$ cat config.mk
export PLATFORM = sky130hd
export DESIGN_NAME = stripe_column_centroid_core
export DESIGN_NICKNAME = d
export VERILOG_FILES = /design/src/hdl/scc_pkg.sv /design/src/hdl/scc_acc.sv /design/src/hdl/scc_div.sv /design/src/hdl/stripe_column_centroid_core.sv
export SDC_FILE = /design/constraint.sdc
export NUM_CORES = 1
export LEC_CHECK = 0
export ABC_AREA = 1
export BUFFER_PORTS_ARGS = -buffer_cell sky130_fd_sc_hd__buf_2
export CORE_UTILIZATION = 25
export DETAILED_ROUTE_END_ITERATION = 10
export GPL_TIMING_DRIVEN = 0
export PLACE_DENSITY_LB_ADDON = 0.05
export SETUP_SLACK_MARGIN = 0.15
export SKIP_CTS_REPAIR_TIMING = 1
export SLEW_MARGIN = 5
export SYNTH_ARGS = -nofsm -noshare
export SYNTH_HDL_FRONTEND = slang
export SYNTH_SLANG_ARGS = --single-unit
$ cat constraint.sdc
create_clock -name clk -period 10 [get_ports clk]
set_input_delay 2.5 -clock clk [delete_from_list [all_inputs] [get_ports clk]]
set_output_delay 2.5 -clock clk [all_outputs]
set_load 0.01 [all_outputs]
$ cat src/hdl/scc_pkg.sv
// shared types and constants for the stripe column centroid core
// no dependencies; imported by every module of the block
package scc_pkg;

  localparam int PIX_W       = 8;
  localparam int IN_TDATA_W  = 8;
  localparam int CFG_IDX_W   = 1;
  localparam int CFG_DATA_W  = 8;

  // result field widths, fixed by the output beat format
  localparam int OUT_COL_W   = 12;
  localparam int OUT_CTR_W   = 19;
  localparam int OUT_LEN_W   = 12;
  localparam int OUT_BEG_W   = 11;
  localparam int OUT_END_W   = 12;
  localparam int OUT_TDATA_W = 72;

  // bit offsets inside out_tdata
  localparam int OFS_COL = 0;
  localparam int OFS_CTR = OFS_COL + OUT_COL_W;
  localparam int OFS_LEN = OFS_CTR + OUT_CTR_W;
  localparam int OFS_BEG = OFS_LEN + OUT_LEN_W;
  localparam int OFS_END = OFS_BEG + OUT_BEG_W;
  localparam int OFS_PAD = OFS_END + OUT_END_W;

  // register indexes
  localparam logic [CFG_IDX_W-1:0] CFG_THRESHOLD = 1'b0;
  localparam logic [CFG_IDX_W-1:0] CFG_MODE      = 1'b1;

  localparam logic MODE_ALL = 1'b0;
  localparam logic MODE_RUN = 1'b1;

  localparam logic [PIX_W-1:0] THRESHOLD_RST = '0;
  localparam logic             MODE_RST      = MODE_RUN;

  // accumulator commands
  typedef struct packed {
    logic step;
    logic close;
    logic clear;
  } acc_cmd_t;

  // divider status
  typedef struct packed {
    logic busy;
    logic done;
  } div_stat_t;

endpackage

$ cat src/hdl/scc_acc.sv
// per-column accumulator: row counter, current and widest run, totals
// depends on scc_pkg
module scc_acc #(
  parameter int MAX_ROWS = 2048,
  parameter int ROW_W    = 12,
  parameter int RIDX_W   = 11,
  parameter int WGT_W    = 19,
  parameter int MOM_W    = 30
) (
  input  logic                     clk,
  input  logic                     rst_n,
  input  scc_pkg::acc_cmd_t        cmd,
  input  logic [scc_pkg::PIX_W-1:0] pix,
  input  logic [scc_pkg::PIX_W-1:0] thr,
  output logic [ROW_W-1:0]         best_len,
  output logic [RIDX_W-1:0]        best_start,
  output logic [ROW_W-1:0]         best_end,
  output logic [WGT_W-1:0]         best_wgt,
  output logic [MOM_W-1:0]         best_mom,
  output logic [WGT_W-1:0]         tot_wgt,
  output logic [MOM_W-1:0]         tot_mom
);
  import scc_pkg::*;

  localparam int PROD_W = RIDX_W + PIX_W;

  logic [ROW_W-1:0]  row_r,       row_nxt;
  logic [ROW_W-1:0]  cur_len_r,   cur_len_nxt;
  logic [RIDX_W-1:0] cur_start_r, cur_start_nxt;
  logic [WGT_W-1:0]  cur_wgt_r,   cur_wgt_nxt;
  logic [MOM_W-1:0]  cur_mom_r,   cur_mom_nxt;
  logic [ROW_W-1:0]  best_len_r,  best_len_nxt;
  logic [RIDX_W-1:0] best_start_r, best_start_nxt;
  logic [ROW_W-1:0]  best_end_r,  best_end_nxt;
  logic [WGT_W-1:0]  best_wgt_r,  best_wgt_nxt;
  logic [MOM_W-1:0]  best_mom_r,  best_mom_nxt;
  logic [WGT_W-1:0]  tot_wgt_r,   tot_wgt_nxt;
  logic [MOM_W-1:0]  tot_mom_r,   tot_mom_nxt;

  logic                    in_range;
  logic                    stripe;
  logic                    take;
  logic [RIDX_W-1:0]       row_idx;
  logic [PROD_W-1:0]       prod;
  logic [MOM_W+PROD_W-1:0] prod_ext;
  logic [MOM_W-1:0]        prod_m;
  logic [WGT_W-1:0]        pix_w;

  assign in_range = row_r < ROW_W'(MAX_ROWS);
  assign stripe   = pix > thr;
  assign take     = cur_len_r > best_len_r;
  assign row_idx  = row_r[RIDX_W-1:0];
  assign prod     = PROD_W'(row_idx) * PROD_W'(pix);
  assign prod_ext = {{MOM_W{1'b0}}, prod};
  assign prod_m   = prod_ext[MOM_W-1:0];
  assign pix_w    = WGT_W'(pix);

  always_comb begin
    row_nxt        = row_r;
    cur_len_nxt    = cur_len_r;
    cur_start_nxt  = cur_start_r;
    cur_wgt_nxt    = cur_wgt_r;
    cur_mom_nxt    = cur_mom_r;
    best_len_nxt   = best_len_r;
    best_start_nxt = best_start_r;
    best_end_nxt   = best_end_r;
    best_wgt_nxt   = best_wgt_r;
    best_mom_nxt   = best_mom_r;
    tot_wgt_nxt    = tot_wgt_r;
    tot_mom_nxt    = tot_mom_r;
    if (cmd.clear) begin
      row_nxt        = '0;
      cur_len_nxt    = '0;
      cur_start_nxt  = '0;
      cur_wgt_nxt    = '0;
      cur_mom_nxt    = '0;
      best_len_nxt   = '0;
      best_start_nxt = '0;
      best_end_nxt   = '0;
      best_wgt_nxt   = '0;
      best_mom_nxt   = '0;
      tot_wgt_nxt    = '0;
      tot_mom_nxt    = '0;
    end else if (cmd.close || (cmd.step && in_range && !stripe)) begin
      // run ends: keep it if strictly wider than the best so far
      if (take) begin
        best_len_nxt   = cur_len_r;
        best_start_nxt = cur_start_r;
        best_end_nxt   = ROW_W'(cur_start_r) + cur_len_r;
        best_wgt_nxt   = cur_wgt_r;
        best_mom_nxt   = cur_mom_r;
      end
      cur_len_nxt = '0;
      cur_wgt_nxt = '0;
      cur_mom_nxt = '0;
      if (cmd.step) begin
        row_nxt = row_r + 1'b1;
      end
    end else if (cmd.step && in_range) begin
      if (cur_len_r == '0) begin
        cur_start_nxt = row_idx;
        cur_wgt_nxt   = pix_w;
        cur_mom_nxt   = prod_m;
      end else begin
        cur_wgt_nxt = cur_wgt_r + pix_w;
        cur_mom_nxt = cur_mom_r + prod_m;
      end
      cur_len_nxt = cur_len_r + 1'b1;
      tot_wgt_nxt = tot_wgt_r + pix_w;
      tot_mom_nxt = tot_mom_r + prod_m;
      row_nxt     = row_r + 1'b1;
    end
  end

  always_ff @(posedge clk) begin
    if (!rst_n) begin
      row_r        <= '0;
      cur_len_r    <= '0;
      cur_start_r  <= '0;
      cur_wgt_r    <= '0;
      cur_mom_r    <= '0;
      best_len_r   <= '0;
      best_start_r <= '0;
      best_end_r   <= '0;
      best_wgt_r   <= '0;
      best_mom_r   <= '0;
      tot_wgt_r    <= '0;
      tot_mom_r    <= '0;
    end else begin
      row_r        <= row_nxt;
      cur_len_r    <= cur_len_nxt;
      cur_start_r  <= cur_start_nxt;
      cur_wgt_r    <= cur_wgt_nxt;
      cur_mom_r    <= cur_mom_nxt;
      best_len_r   <= best_len_nxt;
      best_start_r <= best_start_nxt;
      best_end_r   <= best_end_nxt;
      best_wgt_r   <= best_wgt_nxt;
      best_mom_r   <= best_mom_nxt;
      tot_wgt_r    <= tot_wgt_nxt;
      tot_mom_r    <= tot_mom_nxt;
    end
  end

  assign best_len   = best_len_r;
  assign best_start = best_start_r;
  assign best_end   = best_end_r;
  assign best_wgt   = best_wgt_r;
  assign best_mom   = best_mom_r;
  assign tot_wgt    = tot_wgt_r;
  assign tot_mom    = tot_mom_r;

endmodule

$ cat src/hdl/scc_div.sv
// restoring divider, one quotient bit per cycle through a shared subtractor
// depends on scc_pkg; quotient must fit in QUO_W bits
module scc_div #(
  parameter int DVD_W = 38,
  parameter int WGT_W = 19,
  parameter int QUO_W = 19
) (
  input  logic               clk,
  input  logic               rst_n,
  input  logic               start,
  input  logic [DVD_W-1:0]   dividend,
  input  logic [WGT_W-1:0]   divisor,
  output scc_pkg::div_stat_t stat,
  output logic [QUO_W-1:0]   quotient
);
  import scc_pkg::*;

  localparam int CNT_W = $clog2(QUO_W + 1);

  logic [WGT_W-1:0] rem_r, rem_nxt;
  logic [WGT_W-1:0] dsr_r, dsr_nxt;
  logic [QUO_W-1:0] sh_r,  sh_nxt;
  logic [CNT_W-1:0] cnt_r, cnt_nxt;
  logic             busy_r, busy_nxt;

  logic [DVD_W+WGT_W-1:0] hi_ext;
  logic [WGT_W:0]         trial;
  logic                   ge;
  logic [WGT_W:0]         diff;
  logic [QUO_W:0]         sh_shift;

  // upper dividend bits are below the divisor when the quotient fits
  assign hi_ext   = {{WGT_W{1'b0}}, dividend >> QUO_W};
  assign trial    = {rem_r, sh_r[QUO_W-1]};
  assign ge       = trial >= {1'b0, dsr_r};
  assign diff     = trial - {1'b0, dsr_r};
  assign sh_shift = {sh_r, ge};

  always_comb begin
    rem_nxt  = rem_r;
    dsr_nxt  = dsr_r;
    sh_nxt   = sh_r;
    cnt_nxt  = cnt_r;
    busy_nxt = busy_r;
    if (start) begin
      rem_nxt  = hi_ext[WGT_W-1:0];
      dsr_nxt  = divisor;
      sh_nxt   = dividend[QUO_W-1:0];
      cnt_nxt  = CNT_W'(QUO_W);
      busy_nxt = 1'b1;
    end else if (busy_r) begin
      rem_nxt  = ge ? diff[WGT_W-1:0] : trial[WGT_W-1:0];
      sh_nxt   = sh_shift[QUO_W-1:0];
      cnt_nxt  = cnt_r - 1'b1;
      busy_nxt = cnt_r != CNT_W'(1);
    end
  end

  always_ff @(posedge clk) begin
    if (!rst_n) begin
      cnt_r  <= '0;
      busy_r <= 1'b0;
    end else begin
      cnt_r  <= cnt_nxt;
      busy_r <= busy_nxt;
    end
  end

  always_ff @(posedge clk) begin
    rem_r <= rem_nxt;
    dsr_r <= dsr_nxt;
    sh_r  <= sh_nxt;
  end

  assign stat.busy = busy_r;
  assign stat.done = busy_r && (cnt_r == CNT_W'(1));
  assign quotient  = sh_r;

endmodule

$ cat src/hdl/stripe_column_centroid_core.sv
// top level of the laser stripe column centroid core
// depends on scc_pkg, scc_acc and scc_div
// usage
//   input beats carry one pixel each, in row order down one column
//   (in_tdata = gray value, in_tlast = last pixel of the column,
//   in_tuser = first pixel of a frame, which restarts column numbering)
//   one output beat per column, made after the beat with in_tlast;
//   registers (threshold, mode) are written through cfg_* by the user
//   while no column result is pending; the block does not enforce it
// rate: while a column is open a pixel is taken every cycle
//   after the last pixel in_tready stays low while the core closes the open
//   run, chooses weight and moment, runs QUO_W steps of the shared subtractor
//   and loads the output register once it is free; the subtractor steps are
//   skipped when no stripe pixel was seen
// stalls
//   a finished beat waits in the output register while out_tready is low;
//   the next column is still taken, the one after waits for the drain
// reset
//   rst_n (synchronous) clears all counters and sums, threshold to 0,
//   mode to widest-run centroid, and drops out_tvalid
module stripe_column_centroid_core #(
  parameter int MAX_ROWS  = 2048,
  parameter int MAX_COLS  = 4096,
  parameter int FRAC_BITS = 8
) (
  input  logic                              clk,
  input  logic                              rst_n,
  // pixel stream
  input  logic                              in_tvalid,
  output logic                              in_tready,
  input  logic [scc_pkg::IN_TDATA_W-1:0]    in_tdata,  // [7:0] pixel_value
  input  logic                              in_tlast,  // last_in_column
  input  logic                              in_tuser,  // [0] frame_start
  // column results
  output logic                              out_tvalid,
  input  logic                              out_tready,
  // [11:0] column_number, [30:12] center_row_fixed, [42:31] run_width,
  // [53:43] run_begin, [65:54] run_finish, [71:66] zero
  output logic [scc_pkg::OUT_TDATA_W-1:0]   out_tdata,
  output logic                              out_tuser, // [0] found
  // register writes
  input  logic                              cfg_valid,
  output logic                              cfg_ready,
  input  logic [scc_pkg::CFG_IDX_W-1:0]     cfg_index,
  input  logic [scc_pkg::CFG_DATA_W-1:0]    cfg_data
);
  import scc_pkg::*;

  // sizes that follow from the row and column limits
  localparam int ROW_W  = $clog2(MAX_ROWS + 1);
  localparam int RIDX_W = $clog2(MAX_ROWS);
  localparam int COL_W  = (MAX_COLS > 1) ? $clog2(MAX_COLS) : 1;
  localparam longint unsigned WGT_MAX = 64'd255 * MAX_ROWS;
  localparam longint unsigned MOM_MAX = 64'd255 * MAX_ROWS * (MAX_ROWS - 1) / 2;
  localparam int WGT_W  = $clog2(WGT_MAX + 1);
  localparam int MOM_W  = $clog2(MOM_MAX + 1);
  localparam int DVD_W  = MOM_W + FRAC_BITS;
  // centre never exceeds the last row, so this many quotient bits suffice
  localparam int QUO_W  = RIDX_W + FRAC_BITS;

  typedef enum logic [4:0] {
    ST_IDLE  = 5'b00001,
    ST_CLOSE = 5'b00010,
    ST_START = 5'b00100,
    ST_DIV   = 5'b01000,
    ST_DONE  = 5'b10000
  } state_t;

  state_t state_r, state_nxt;

  logic [PIX_W-1:0] thr_r;
  logic             mode_r;
  logic [COL_W-1:0] col_r, col_nxt;
  logic             found_r;

  logic                   out_valid_r;
  logic [OUT_TDATA_W-1:0] out_data_r;
  logic                   out_found_r;

  logic in_beat;
  logic out_free;
  logic load_out;

  acc_cmd_t  acc_cmd;
  div_stat_t div_stat;
  logic      div_start;

  logic [ROW_W-1:0]  best_len;
  logic [RIDX_W-1:0] best_start;
  logic [ROW_W-1:0]  best_end;
  logic [WGT_W-1:0]  best_wgt;
  logic [MOM_W-1:0]  best_mom;
  logic [WGT_W-1:0]  tot_wgt;
  logic [MOM_W-1:0]  tot_mom;

  logic [WGT_W-1:0] sel_wgt;
  logic [MOM_W-1:0] sel_mom;
  logic             found_now;
  logic [DVD_W-1:0] dividend;
  logic [QUO_W-1:0] quotient;

  // field resizing to the fixed beat layout
  logic [COL_W+OUT_COL_W-1:0]  col_ext;
  logic [QUO_W+OUT_CTR_W-1:0]  ctr_ext;
  logic [ROW_W+OUT_LEN_W-1:0]  len_ext;
  logic [RIDX_W+OUT_BEG_W-1:0] beg_ext;
  logic [ROW_W+OUT_END_W-1:0]  end_ext;
  logic [OUT_TDATA_W-1:0]      beat_data;

  assign in_tready = state_r == ST_IDLE;
  assign in_beat   = in_tvalid && in_tready;
  assign cfg_ready = 1'b1;
  assign out_free  = !out_valid_r || out_tready;
  assign load_out  = (state_r == ST_DONE) && out_free;

  // registers
  always_ff @(posedge clk) begin
    if (!rst_n) begin
      thr_r  <= THRESHOLD_RST;
      mode_r <= MODE_RST;
    end else if (cfg_valid && cfg_ready) begin
      unique case (cfg_index)
        CFG_THRESHOLD: thr_r  <= cfg_data[PIX_W-1:0];
        CFG_MODE:      mode_r <= cfg_data[0];
      endcase
    end
  end

  // accumulator commands come straight from the sequencer
  assign acc_cmd.step  = in_beat;
  assign acc_cmd.close = state_r == ST_CLOSE;
  assign acc_cmd.clear = load_out;

  scc_acc #(
    .MAX_ROWS (MAX_ROWS),
    .ROW_W    (ROW_W),
    .RIDX_W   (RIDX_W),
    .WGT_W    (WGT_W),
    .MOM_W    (MOM_W)
  ) u_acc (
    .clk        (clk),
    .rst_n      (rst_n),
    .cmd        (acc_cmd),
    .pix        (in_tdata[PIX_W-1:0]),
    .thr        (thr_r),
    .best_len   (best_len),
    .best_start (best_start),
    .best_end   (best_end),
    .best_wgt   (best_wgt),
    .best_mom   (best_mom),
    .tot_wgt    (tot_wgt),
    .tot_mom    (tot_mom)
  );

  // weight and moment of all stripe pixels or of the widest run
  assign sel_wgt   = (mode_r == MODE_ALL) ? tot_wgt : best_wgt;
  assign sel_mom   = (mode_r == MODE_ALL) ? tot_mom : best_mom;
  assign found_now = (best_len != '0) && (sel_wgt != '0);
  assign dividend  = DVD_W'(sel_mom) << FRAC_BITS;
  assign div_start = (state_r == ST_START) && found_now;

  scc_div #(
    .DVD_W (DVD_W),
    .WGT_W (WGT_W),
    .QUO_W (QUO_W)
  ) u_div (
    .clk      (clk),
    .rst_n    (rst_n),
    .start    (div_start),
    .dividend (dividend),
    .divisor  (sel_wgt),
    .stat     (div_stat),
    .quotient (quotient)
  );

  // sequencer
  always_comb begin
    state_nxt = state_r;
    unique case (state_r)
      ST_IDLE:  if (in_beat && in_tlast) state_nxt = ST_CLOSE;
      ST_CLOSE: state_nxt = ST_START;
      ST_START: state_nxt = found_now ? ST_DIV : ST_DONE;
      ST_DIV:   if (div_stat.done) state_nxt = ST_DONE;
      ST_DONE:  if (out_free) state_nxt = ST_IDLE;
      default:  state_nxt = ST_IDLE;
    endcase
  end

  // column number: frame start clears it before the pixel is used,
  // each emitted column advances it with wrap
  always_comb begin
    col_nxt = col_r;
    if (in_beat && in_tuser) begin
      col_nxt = '0;
    end else if (load_out) begin
      col_nxt = (col_r == COL_W'(MAX_COLS - 1)) ? '0 : col_r + 1'b1;
    end
  end

  always_ff @(posedge clk) begin
    if (!rst_n) begin
      state_r <= ST_IDLE;
      col_r   <= '0;
      found_r <= 1'b0;
    end else begin
      state_r <= state_nxt;
      col_r   <= col_nxt;
      if (state_r == ST_START) begin
        found_r <= found_now;
      end
    end
  end

  assign col_ext = {{OUT_COL_W{1'b0}}, col_r};
  assign ctr_ext = {{OUT_CTR_W{1'b0}}, quotient};
  assign len_ext = {{OUT_LEN_W{1'b0}}, best_len};
  assign beg_ext = {{OUT_BEG_W{1'b0}}, best_start};
  assign end_ext = {{OUT_END_W{1'b0}}, best_end};

  // not found: every field but the column number reads zero
  always_comb begin
    beat_data = '0;
    beat_data[OFS_COL +: OUT_COL_W] = col_ext[OUT_COL_W-1:0];
    if (found_r) begin
      beat_data[OFS_CTR +: OUT_CTR_W] = ctr_ext[OUT_CTR_W-1:0];
      beat_data[OFS_LEN +: OUT_LEN_W] = len_ext[OUT_LEN_W-1:0];
      beat_data[OFS_BEG +: OUT_BEG_W] = beg_ext[OUT_BEG_W-1:0];
      beat_data[OFS_END +: OUT_END_W] = end_ext[OUT_END_W-1:0];
    end
  end

  // output register
  always_ff @(posedge clk) begin
    if (!rst_n) begin
      out_valid_r <= 1'b0;
    end else if (load_out) begin
      out_valid_r <= 1'b1;
    end else if (out_tready) begin
      out_valid_r <= 1'b0;
    end
  end

  always_ff @(posedge clk) begin
    if (load_out) begin
      out_data_r  <= beat_data;
      out_found_r <= found_r;
    end
  end

  assign out_tvalid = out_valid_r;
  assign out_tdata  = out_data_r;
  assign out_tuser  = out_found_r;

endmodule

## Yosys cells after proc, flatten, opt, wreduce, memory -nomap -nowiden

Cells that the tools add are included.

| word-level totals | value |
|---|---|
| flip-flop bits (word level) | 372 |
| input port bits | 24 |
| output and inout bits | 76 |

| cells by class | value |
|---|---|
| $add $sub $neg | 10 |
| multipliers | 1 |
| magnitude comparators | 4 |
| equality and inequality tests | 12 |
| multiplexer cells | 24 |
| bitwise logic cells | 3 |
| reduce and logical (&&, ||, !) cells | 30 |

Operators with widths:

| cell | count |
|---|---|
| $mux W19 | 5 |
| $add A29 B19 Y29 | 2 |
| $mux W29 | 2 |
| $mux W12 | 4 |
| $add A19 B8 Y19 | 2 |
| $add A12 B1 Y12 const B | 3 |
| $mux W18 | 2 |
| $mux W5 | 6 |
| $pmux W5 S5 | 1 |
| $ge A20 B19 Y1 | 1 |
| $mul A11 B8 Y19 | 1 |
| $reduce_bool A19 Y1 | 1 |
| $sub A19 B19 Y19 | 1 |
| $add A11 B12 Y12 | 1 |
| $eq A12 B12 Y1 const B | 1 |
| $gt A12 B12 Y1 | 1 |
| $logic_not A12 Y1 | 1 |
| $lt A12 B12 Y1 const B | 1 |
| $reduce_bool A12 Y1 | 1 |
| $eq A5 B1 Y1 const B | 2 |
| $reduce_and A2 Y1 | 5 |
| $logic_and A1 B1 Y1 | 9 |
| $gt A8 B8 Y1 | 1 |
| $ne A2 B2 Y1 const B | 3 |
| other kinds (15) | 27 |

## Depth between registers and ports, before layout

| logic depth | value |
|---|---|
| depth after elaboration | 7 |
| mapped depth | 33 |
| gate-level depth less buffers | 32 |

## Cells and area by module

Synthesis repeated with hierarchy kept, for this count alone.

| second synthesis, totals | value |
|---|---|
| cell total of the unflattened synthesis | 3,681 |
| area total of the unflattened synthesis | 25,216.7 µm² |

Modules (own cells, without submodules):

| module | times used | cells each | area an instance (µm²) |
|---|---|---|---|
| scc_acc | 1 | 2,583 | 16,555.9 |
| stripe_column_centroid_core | 1 | 553 | 4,528.1 |
| scc_div | 1 | 545 | 4,132.7 |

## Worst setup path after synthesis

Ideal clock, no wire load.

| path | value |
|---|---|
| path type | in2reg |
| from | input in_tdata[7] in the netlist's numbering |
| to | register u_acc.cur_mom_r[26] |
| setup time | 116 ps |
| arrival time | 7,401 ps |
| required time | 9,884 ps |
| slack | 2,484 ps |
| stages | 25 |
| path buffers | 1 |
| cells stage by stage | clkbuf_1 -> nand2_1 -> fa_1 -> fa_1 -> inv_1 -> fa_1 -> inv_1 -> fa_1 -> inv_1 -> ha_1 -> a21oi_1 -> o21ai_0 -> a21oi_1 -> xor2_1 -> inv_1 -> ha_1 -> nand2_1 -> nor2_1 -> inv_1 -> nor3_1 -> nand3_1 -> nand3_1 -> nand2_1 -> o21ai_0 -> nor2_1 |

| on the way | value |
|---|---|
| longest elaborated chain between the ends | 5 |
| elaborated cells on any way between the ends | 8 |
| those cells by class | 1 x add/sub; 1 x mul; 1 x order compare; 1 x mux; 4 x reduce/logical |

RTL lines:

| item | line | RTL |
|---|---|---|
| from (decl) | stripe_column_centroid_core.sv:31 | `input logic [scc_pkg::IN_TDATA_W-1:0] in_tdata,` |
| branches (longest 5 deep; another with $add A29 B19 Y29) | -- |  |
| to (signal assigned) | scc_acc.sv:134 | `cur_mom_r <= cur_mom_nxt;` |
| to (decl) | scc_acc.sv:31 | `logic [MOM_W-1:0] cur_mom_r, cur_mom_nxt;` |

Parallel ways; which one is timed is not known.
A chain may end at the register's enable or synchronous reset.

## Final worst setup path

| path | value |
|---|---|
| from | input in_tdata[7] in the netlist's numbering |
| to | register u_acc.cur_mom_r[28] |

The elaborated chain is that of the path after synthesis.

==> out/results.txt <==
Detailed Routing Iterations Pass 1 -> 7
Commonest non-fill, non-tap cell in the layout -> nand2_1
Final nets -> 3854
Crit path arrival time -> 9120 ps
Unrepaired setup endpoints after global routing -> false
CP dominant cell by count -> nand2_1
Area grow syn2layout -> 15.0%
Ys async rst share -> 0%
DR DRC count -> 0
Power per cell area -> 149 nW/um^2
Synth warnings -> 0
Slew HR -> 29.6%
Sink Count -> 372
Vias -> 22000
Max clock buf depth -> 3
WL final -> 88500 microns
CTS tree -> yes
Row Count -> 114
Clock Pin Slew Worst Setup and Hold Paths -> 60 ps
H-tree Lvls -> 2
Fmax -> 0.116 GHz
Tot GR Track Use -> 17.9%
Post-route design area -> 28000 sq um
WL/cell -> 17.9 microns
CORE AREA -> 96700 sq um
HPWL after detailed placement -> 72100 microns
Post-Syn Area per Cell -> 7.03 sq um
Pins Over Slew Limit -> 0
Largest net degree at the start of global routing -> 39
Post-route minimum period -> 8600 ps
IO buf count -> 92
Worst setup EP type -> flip-flop
Post-synthesis sequential area ratio -> 35.3%
Fin cells -> 4932
Die Span X -> 314 microns
Layout cells sized above 1 -> 6.37%
Cells after Synth -> 3470
Leak pwr -> 0.0132 uW
Max Cap Viol -> 0
Tightest Pin Transition -> 1060 ps
Antenna-violating nets left -> 0
Initial antenna violation count -> 2
CP max stage cell -> fa_1
Worst skew pair latency -> 620 ps
Flops & latches, synth -> 372
Hold Crit Class -> flip-flop to flip-flop
Worst Path Max Fanout -> 10
DRT iter0 DRCs -> 1415
Crit path kind -> input pin to flip-flop
Total gr overflow -> 0
Placed cells -> 4845
Total Power -> 4180 uW
Worst setup SP type -> input pin
Highest-count cells in the layout ignoring fill and taps -> nand2_1, inv_1, nor2_1
Skew final -> 47.2 ps
Num CTS Buffers -> 47
Post-synth EDFFs -> 115
Count of final setup violators -> 0
Clk root buf -> clkbuf_16
Outcome -> completed
Unique masters post-synth -> 50
Crit path buf inv count -> 7
DP Area -> 26500 sq um
# IOs -> 100
Worst VDD drop -> 130 uV
Fin Setup TNS -> 0 ps
Initial core utilization -> 25.2%
First-pass GRT wire length -> 134000 microns
Highest cell delay on the worst timing path -> 550 ps
Placer Congestion -> 0.828
Vias per cell -> 4.45
Die height -> 314 microns
Final critical-path share of the clock period -> 86.0%
Critical Path RT -> 10520 ps
Die ar. -> 98800 sq um
Mapped cell area -> 24400 sq um
Commonest register cell after synthesis -> dfxtp_1
Ant diodes -> 0
Number of global-route vias before repair -> 21700
Crit-path leading delay family -> adder cells
Final Hold Fails -> 0
## layout make-up
class,count,area [sq um]
buffer,124,542
clock buffer,59,1260
clock inverter,28,273
fill,10800,68700
inverter,537,2020
multi-input combinational,2442,13200
sequential,372,8600
tap,1276,1600
timing repair buffer,94,500
## metal layers
| layer | vias up | GRT usage, % | part of all wire [%] |
|---|---|---|---|
| met4 | 0 | 3.63 | 1.7 |
| met3 | 90 | 2.09 | 3.6 |
| met5 | - | 0 | 0 |
| met1 | 10100 | 25.3 | 49 |
| li1 | 11400 | - | - |
| met2 | 310 | 29.1 | 45 |
## kinds of logic after synthesis
kind of cell | share of synthesized area (%)
buffers and inverters | 10.5
DFF | 35.3
adders and majority gates | 12.7
AOI/OAI and AO/OA | 11.1
and+or+nand+nor | 28.0
xor gates and xnor gates | 2.37
other | 0.0308
## registers in the layout, indices dropped and copies added (netlist names), 19 cells and up
name,flops
out_tdata,66
u_acc.best_mom,29
u_acc.cur_mom_r,29
u_acc.tot_mom,29
u_acc.best_wgt,19
u_acc.cur_wgt_r,19
u_acc.tot_wgt,19
u_div.dsr_r,19
u_div.quotient,19
u_div.rem_r,19
## worst register-to-register path, delay by kind of cell (launching register included)
family                   cells  cell delay [ps]
AO/OA/AOI/OAI                3              620
adder cells (fa/ha/maj)      6             2940
buffers and inverters        6              740
flip-flops                   1              390
AND/OR/NAND/NOR             14             1960
## power breakdown
| group | leakage, uW | total [uW] | internal [uW] | switching, uW |
|---|---|---|---|---|
| Sequential | 0.00318 | 1690 | 1620 | 66.0 |
| Combinational | 0.00929 | 759 | 217 | 542 |
| Clock | 0.000766 | 1730 | 981 | 748 |
## metrics by stage
step / utilization, % / hold slack [ps] / setup slack (ps)
after global routing: 29.0 / 471 / 912
final: 29.0 / 448 / 1400
after global placement: 27.4 / 412 / 711
after CTS: 29.0 / 457 / 1430
after detailed placement: 27.4 / 439 / 801
after floorplan: - / 406 / 2480
## synthesized netlist by cell type (5+ instances only)
| cell | n | share of area, % |
|---|---|---|
| a211oi_1 | 5 | 0.15 |
| a21oi_1 | 284 | 5.8 |
| a31oi_1 | 8 | 0.21 |
| and2_1 | 9 | 0.23 |
| buf_1 | 6 | 0.092 |
| buf_2 | 30 | 0.62 |
| buf_4 | 10 | 0.31 |
| clkbuf_1 | 78 | 1.2 |
| dfxtp_1 | 257 | 21 |
| edfxtp_1 | 115 | 14 |
| fa_1 | 60 | 4.9 |
| ha_1 | 152 | 7.8 |
| inv_1 | 534 | 8.2 |
| nand2_1 | 944 | 15 |
| nand3_1 | 252 | 5.2 |
| nand3b_1 | 14 | 0.43 |
| nand4_1 | 35 | 0.90 |
| nor2_1 | 303 | 4.7 |
| nor2_2 | 5 | 0.13 |
| nor3_1 | 43 | 0.88 |
| nor3b_1 | 6 | 0.18 |
| nor4_1 | 9 | 0.23 |
| o211ai_1 | 5 | 0.15 |
| o21ai_0 | 181 | 3.7 |
| o21bai_1 | 12 | 0.37 |
| or2_2 | 8 | 0.21 |
| xnor2_1 | 21 | 0.75 |
| xor2_1 | 45 | 1.6 |
## path summary, 6_finish.rpt
path	start	slack [ps]	to	cells after the start
setup / recovery	in_tdata[7]	1400	u_acc.cur_mom_r[28]	30
hold / removal	found_r	450	out_tuser	0
setup reg to reg	u_acc.row_r[0]	3240	u_acc.cur_mom_r[28]	29
hold reg to reg	found_r	450	out_tuser	0
(Power assumes the default switching activity.)
